<file path="config.mk">
export PLATFORM = sky130hd
export DESIGN_NAME = sph_ctrl
export DESIGN_NICKNAME = d
export VERILOG_FILES = /design/src/rtl/core/sph_pkg.sv /design/src/rtl/core/sph_ctrl.sv
export SDC_FILE = /design/constraint.sdc
export NUM_CORES = 1
export LEC_CHECK = 0
export BUFFER_PORTS_ARGS = -buffer_cell sky130_fd_sc_hd__buf_2
export CAP_MARGIN = 20
export CELL_PAD_IN_SITES_DETAIL_PLACEMENT = 1
export CELL_PAD_IN_SITES_GLOBAL_PLACEMENT = 1
export CORE_UTILIZATION = 35
export DETAILED_ROUTE_END_ITERATION = 6
export GPL_TIMING_DRIVEN = 0
export PLACE_DENSITY = 0.79
export SYNTH_ARGS = -nofsm -noshare
export SYNTH_HDL_FRONTEND = slang
export SYNTH_SLANG_ARGS = --single-unit
</file>
<file path="constraint.sdc">
create_clock -name clk -period 3.12 [get_ports clk]
set_input_delay 0.156 -clock clk [delete_from_list [all_inputs] [get_ports clk]]
set_output_delay 0.156 -clock clk [all_outputs]
set_load 0.01 [all_outputs]
</file>
<file path="src/rtl/core/sph_pkg.sv">
`timescale 1ns / 1ps
`default_nettype none
// ----------------------------------------------------------------------------
// sph_pkg
// Shared types and constants of the sent packet history table: operation
// and status codes, the slot layout and the controller/datapath interface.
// ----------------------------------------------------------------------------
package sph_pkg;

  // default slot count of the store
  localparam int DEPTH_DEF = 4096;

  // capacity clamping
  localparam int CAP_ZERO_DEFAULT = 4096;
  localparam int CAP_MIN          = 256;

  // field widths
  localparam int FUNC_W = 2;
  localparam int SEQ_W  = 16;
  localparam int WORD_W = 32;
  localparam int TIME_W = 64;
  localparam int STAT_W = 2;
  localparam int CAP_W  = 17;

  // modulo by a capacity of at least 256 leaves a quotient below 256
  localparam int DIV_STEPS = 8;
  localparam int SHIFT_W   = 3;
  localparam int DIV_W     = SEQ_W + DIV_STEPS;

  // operation codes
  localparam logic [FUNC_W-1:0] FUNC_ADD   = 2'd0;
  localparam logic [FUNC_W-1:0] FUNC_GET   = 2'd1;
  localparam logic [FUNC_W-1:0] FUNC_ACK   = 2'd2;
  localparam logic [FUNC_W-1:0] FUNC_CLEAR = 2'd3;

  // result status codes
  localparam logic [STAT_W-1:0] ST_OK      = 2'd0;
  localparam logic [STAT_W-1:0] ST_MISS    = 2'd1;
  localparam logic [STAT_W-1:0] ST_ALREADY = 2'd2;

  // one slot of the store
  typedef struct packed {
    logic [SEQ_W-1:0]  tag;
    logic [WORD_W-1:0] frame;
    logic [WORD_W-1:0] offset;
    logic [WORD_W-1:0] size;
    logic [TIME_W-1:0] time_us;
    logic              acked;
  } entry_t;

  // controller to datapath
  typedef struct packed {
    logic               load_item;
    logic               clr_start;
    logic               clr_step;
    logic               div_init;
    logic               div_step;
    logic [SHIFT_W-1:0] div_shift;
    logic               rd_en;
    logic               exec;
  } cmd_t;

  // datapath to controller
  typedef struct packed {
    logic              clr_done;
    // operation of the beat on the input port
    logic [FUNC_W-1:0] in_func;
    // operation of the item in flight
    logic [FUNC_W-1:0] func;
  } stat_t;

endpackage

`default_nettype wire

</file>
<file path="src/rtl/core/sph_ctrl.sv">
`timescale 1ns / 1ps
`default_nettype none
// ----------------------------------------------------------------------------
// sph_ctrl
// Sequencer of the history table: clearing sweep, slot index division,
// slot read and the final update/result step, plus the output valid.
// ----------------------------------------------------------------------------
module sph_ctrl (
  input  wire logic          clk,
  input  wire logic          rst_n,
  input  wire logic          in_valid,
  output logic               in_stall,
  output logic               out_valid,
  input  wire logic          out_stall,
  input  wire sph_pkg::stat_t stat,
  output sph_pkg::cmd_t      cmd
);
  import sph_pkg::*;

  localparam logic [2:0] S_CLEAR = 3'd0;
  localparam logic [2:0] S_IDLE  = 3'd1;
  localparam logic [2:0] S_DIV   = 3'd2;
  localparam logic [2:0] S_READ  = 3'd3;
  localparam logic [2:0] S_EXEC  = 3'd4;

  logic [2:0]         state_r, state_nxt;
  logic [SHIFT_W-1:0] step_r, step_nxt;
  logic               from_op_r, from_op_nxt;
  logic               out_valid_r, out_valid_nxt;
  logic               accept;
  logic               out_free;

  assign in_stall  = (state_r != S_IDLE);
  assign accept    = in_valid && !in_stall;
  assign out_free  = !out_valid_r || !out_stall;
  assign out_valid = out_valid_r;

  // next state and commands
  always_comb begin
    state_nxt   = state_r;
    step_nxt    = step_r;
    from_op_nxt = from_op_r;
    cmd         = '0;
    cmd.div_shift = step_r;
    unique case (state_r)
      S_CLEAR: begin
        cmd.clr_step = 1'b1;
        if (stat.clr_done) begin
          state_nxt = from_op_r ? S_EXEC : S_IDLE;
        end
      end
      S_IDLE: begin
        if (accept) begin
          cmd.load_item = 1'b1;
          if (stat.in_func == FUNC_CLEAR) begin
            cmd.clr_start = 1'b1;
            from_op_nxt   = 1'b1;
            state_nxt     = S_CLEAR;
          end else begin
            cmd.div_init = 1'b1;
            step_nxt     = SHIFT_W'(DIV_STEPS - 1);
            state_nxt    = S_DIV;
          end
        end
      end
      S_DIV: begin
        cmd.div_step = 1'b1;
        if (step_r == '0) begin
          state_nxt = (stat.func == FUNC_ADD) ? S_EXEC : S_READ;
        end else begin
          step_nxt = step_r - 1'b1;
        end
      end
      S_READ: begin
        cmd.rd_en = 1'b1;
        state_nxt = S_EXEC;
      end
      S_EXEC: begin
        if (out_free) begin
          cmd.exec    = 1'b1;
          from_op_nxt = 1'b0;
          state_nxt   = S_IDLE;
        end
      end
      default: begin
        state_nxt = S_IDLE;
      end
    endcase
  end

  // output valid: set by the result step, cleared when the beat is taken
  always_comb begin
    out_valid_nxt = out_valid_r;
    if (out_valid_r && !out_stall) begin
      out_valid_nxt = 1'b0;
    end
    if (cmd.exec) begin
      out_valid_nxt = 1'b1;
    end
  end

  always_ff @(posedge clk) begin
    if (!rst_n) begin
      state_r     <= S_CLEAR;
      step_r      <= '0;
      from_op_r   <= 1'b0;
      out_valid_r <= 1'b0;
    end else begin
      state_r     <= state_nxt;
      step_r      <= step_nxt;
      from_op_r   <= from_op_nxt;
      out_valid_r <= out_valid_nxt;
    end
  end

endmodule

`default_nettype wire

</file>
==> metrics.txt <==
run status=finished, final reports clean; Synthesis Warnings=0; filler instances=182; DR WL/cell=13.0 um; max_cap viols=0; Synth cell types=33; TritonRoute pass-1 iters=1; Die H=40.8 um; setup total negative slack=0 ps; WHS Endpoint=state_r[2]; Detailed Place HPWL=1080 um; fin crit period=1670 ps; share of cells above drive strength 1=0.376; WL final=1300 um; CTS tree=done; synth top area cells=dfxtp_1 (30%), inv_1 (5.7%), ha_1 (4.7%), buf_4 (4.3%), a21oi_4 (3.1%); drc violations=0; Fmax=0.600 GHz; worst reg-to-reg path cell count=6; Initial Util=0.391; DR vias=513; antenna violations before repair=0; Layout Nets=98; reg2reg setup slack=1450 ps; Final GP Congestion=0.683; CP max-delay cell=a311oi_1; clock skew=2.33 ps; worst hold slack=192 ps; top cell type's share of synthesized area=0.303; H-tree lvl count=1; worst setup path class=flip-flop to flip-flop; Rel. slew slack=0.719; CTS sink count=8; Final setup viols=0; Worst Path Max Fanout=4; clk buf depth=2; post-CTS setup buffer count=0; Post-synth top flop=dfxtp_1; gr usage total=0.194; latest clock arrival within the worst-skew pair=260 ps; required time of the worst setup path=3270 ps; Clock Pin Slew Worst Setup and Hold Paths=60 ps; Die X=40.8 um; multi-input logic area=315 sq um; Max VDD drop=167 uV; Worst Hold Class=input port to flip-flop; Final ANT Viol Nets=0; syn_area_per_cell=8.52 sq um; # rows=13; worst-margin pin slew=419 ps; hold_buf cts=0; Util after Layout=0.496; pin count of the biggest net entering global routing=11; vias in the first global route=475; die area=0.00167 sq mm; Pleak=0.322 nW; max incr delay on CP=440 ps; end of the worst register-to-register path=state_r[0]; Post-Syn Nets=73; Layout Area Growth over Synthesis=26.8%; Arrival @ worst endpoint=1820 ps; register bit total from synthesis=8; IO Port Bufs=20; worst setup margin=1450 ps; number of synthesized flops with an enable pin=0; Final Max Tran Viols=0; area leader, netlist=dfxtp_1; Post-Syn Instances=62; worst r2r src=step_r[0]; Place WS=1470 ps; Root Driver=clkbuf_4; Hold Violations, Final=0; Setup crit end kind=flip-flop; Pwr Density=463 mW/mm^2; RSZ-0062 raised after global routing=false; Hold Crit Depth=2; FF/Latch Area=160 sq um; hold_sp=rst_n; Cell Chain, Critical Path=inv_1, ha_1, nand3b_1, a311oi_1, o21ai_0, o211a_1; ys async rst share=0; io pins=21; Total Power=0.310 mW; synthesized area=528 sq um; Via density=5.13; Resized cells post-CTS=0; 1st-iter DRT viols=0; first-pass GRT wire length=2010 um; core area=0.00135 sq mm; diodes inserted=0; startpoint types=flip-flop; Num CTS Buffers=3; Overflow after GRT=0; post-synthesis sequential area ratio=0.303; post-route clock period utilization=0.535
==> stage by stage <==
stage          cell area [sq um]  cells
4_1_cts                      669    100
6_report                     669    100
5_1_grt                      669    100
3_5_place_dp                 647     97
2_1_floorplan                528     62
3_3_place_gp                 647     97
==> power by group <==
part	internal (mW)	switching [mW]
clock	0.0442	0.0381
combinational	0.0516	0.0579
sequential	0.111	0.00660
total	0.207	0.103
==> worst max-delay path by stage <==
stage / from / slack [ps] / depth (start not counted) / endpoint
finish: step_r[0] / 1450 / 6 / state_r[0]
global route: step_r[0] / 1310 / 6 / state_r[2]
CTS: step_r[0] / 1440 / 6 / state_r[2]
detailed placement: step_r[0] / 1470 / 6 / state_r[2]
global placement: step_r[0] / 1510 / 6 / state_r[0]
floorplan: step_r[0] / 1690 / 6 / state_r[0]
==> layer usage <==
metal  share of wire  GRT usage  wire (um)  vias up
li1                -          -          -      265
met1            0.45      0.228        584      234
met2            0.50      0.313        647       12
met3           0.046     0.0598         60        2
met4          0.0077      0.100         10        0
met5               0          0          0        -
==> worst max-delay path, delay by kind of cell (launching register included) <==
kind	cells	cell delay [ps]
AND/OR/NAND/NOR	1	140
adder cells (fa/ha/maj)	1	250
buffers and inverters	1	100
flip-flops	1	330
AO/OA/AOI/OAI	3	750
==> registers in the layout, summed over array words and instances (netlist names) <==
register   flops
state_r        3
step_r         3
from_op_r      1
out_valid      1
==> cell usage after synthesis, types with 2 or more instances <==
cell type	n
nor3_1	3
o21ai_0	2
buf_4	3
nor3b_1	2
nor2_1	4
a211oi_1	2
nand2_1	3
inv_1	8
ha_1	2
a21oi_1	3
dfxtp_1	8
==> cell usage in the layout, fill, tap and decap left out, types with 2 or more instances in the layout <==
cell type  count
nand2_1        3
nor2_1         4
a211oi_1       2
buf_4          3
inv_1          8
ha_1           2
clkbuf_4       3
nor3_1         3
buf_2         20
nor3b_1        2
o21ai_0        2
a21oi_1        3
dfxtp_1        8
==> logic make-up (layout without fill, tap and decap cells) <==
group           Yosys count  count (layout)  synth area share
simple gates             23              23             0.282
fa+ha+maj                 2               2            0.0474
compound gates           16              16             0.228
buf+inv                  11              34            0.0995
mux                       2               2            0.0403
flops                     8               8             0.303
==> area by class of cell <==
class	count	area share
Multi-Input combinational cell	43	0.471
Timing Repair Buffer	20	0.150
Clock buffer	3	0.0336
Tap cell	15	0.0280
Sequential cell	8	0.239
Inverter	8	0.0449
Buffer	3	0.0336
No activity file was read; power rests on OpenSTA's default activity.
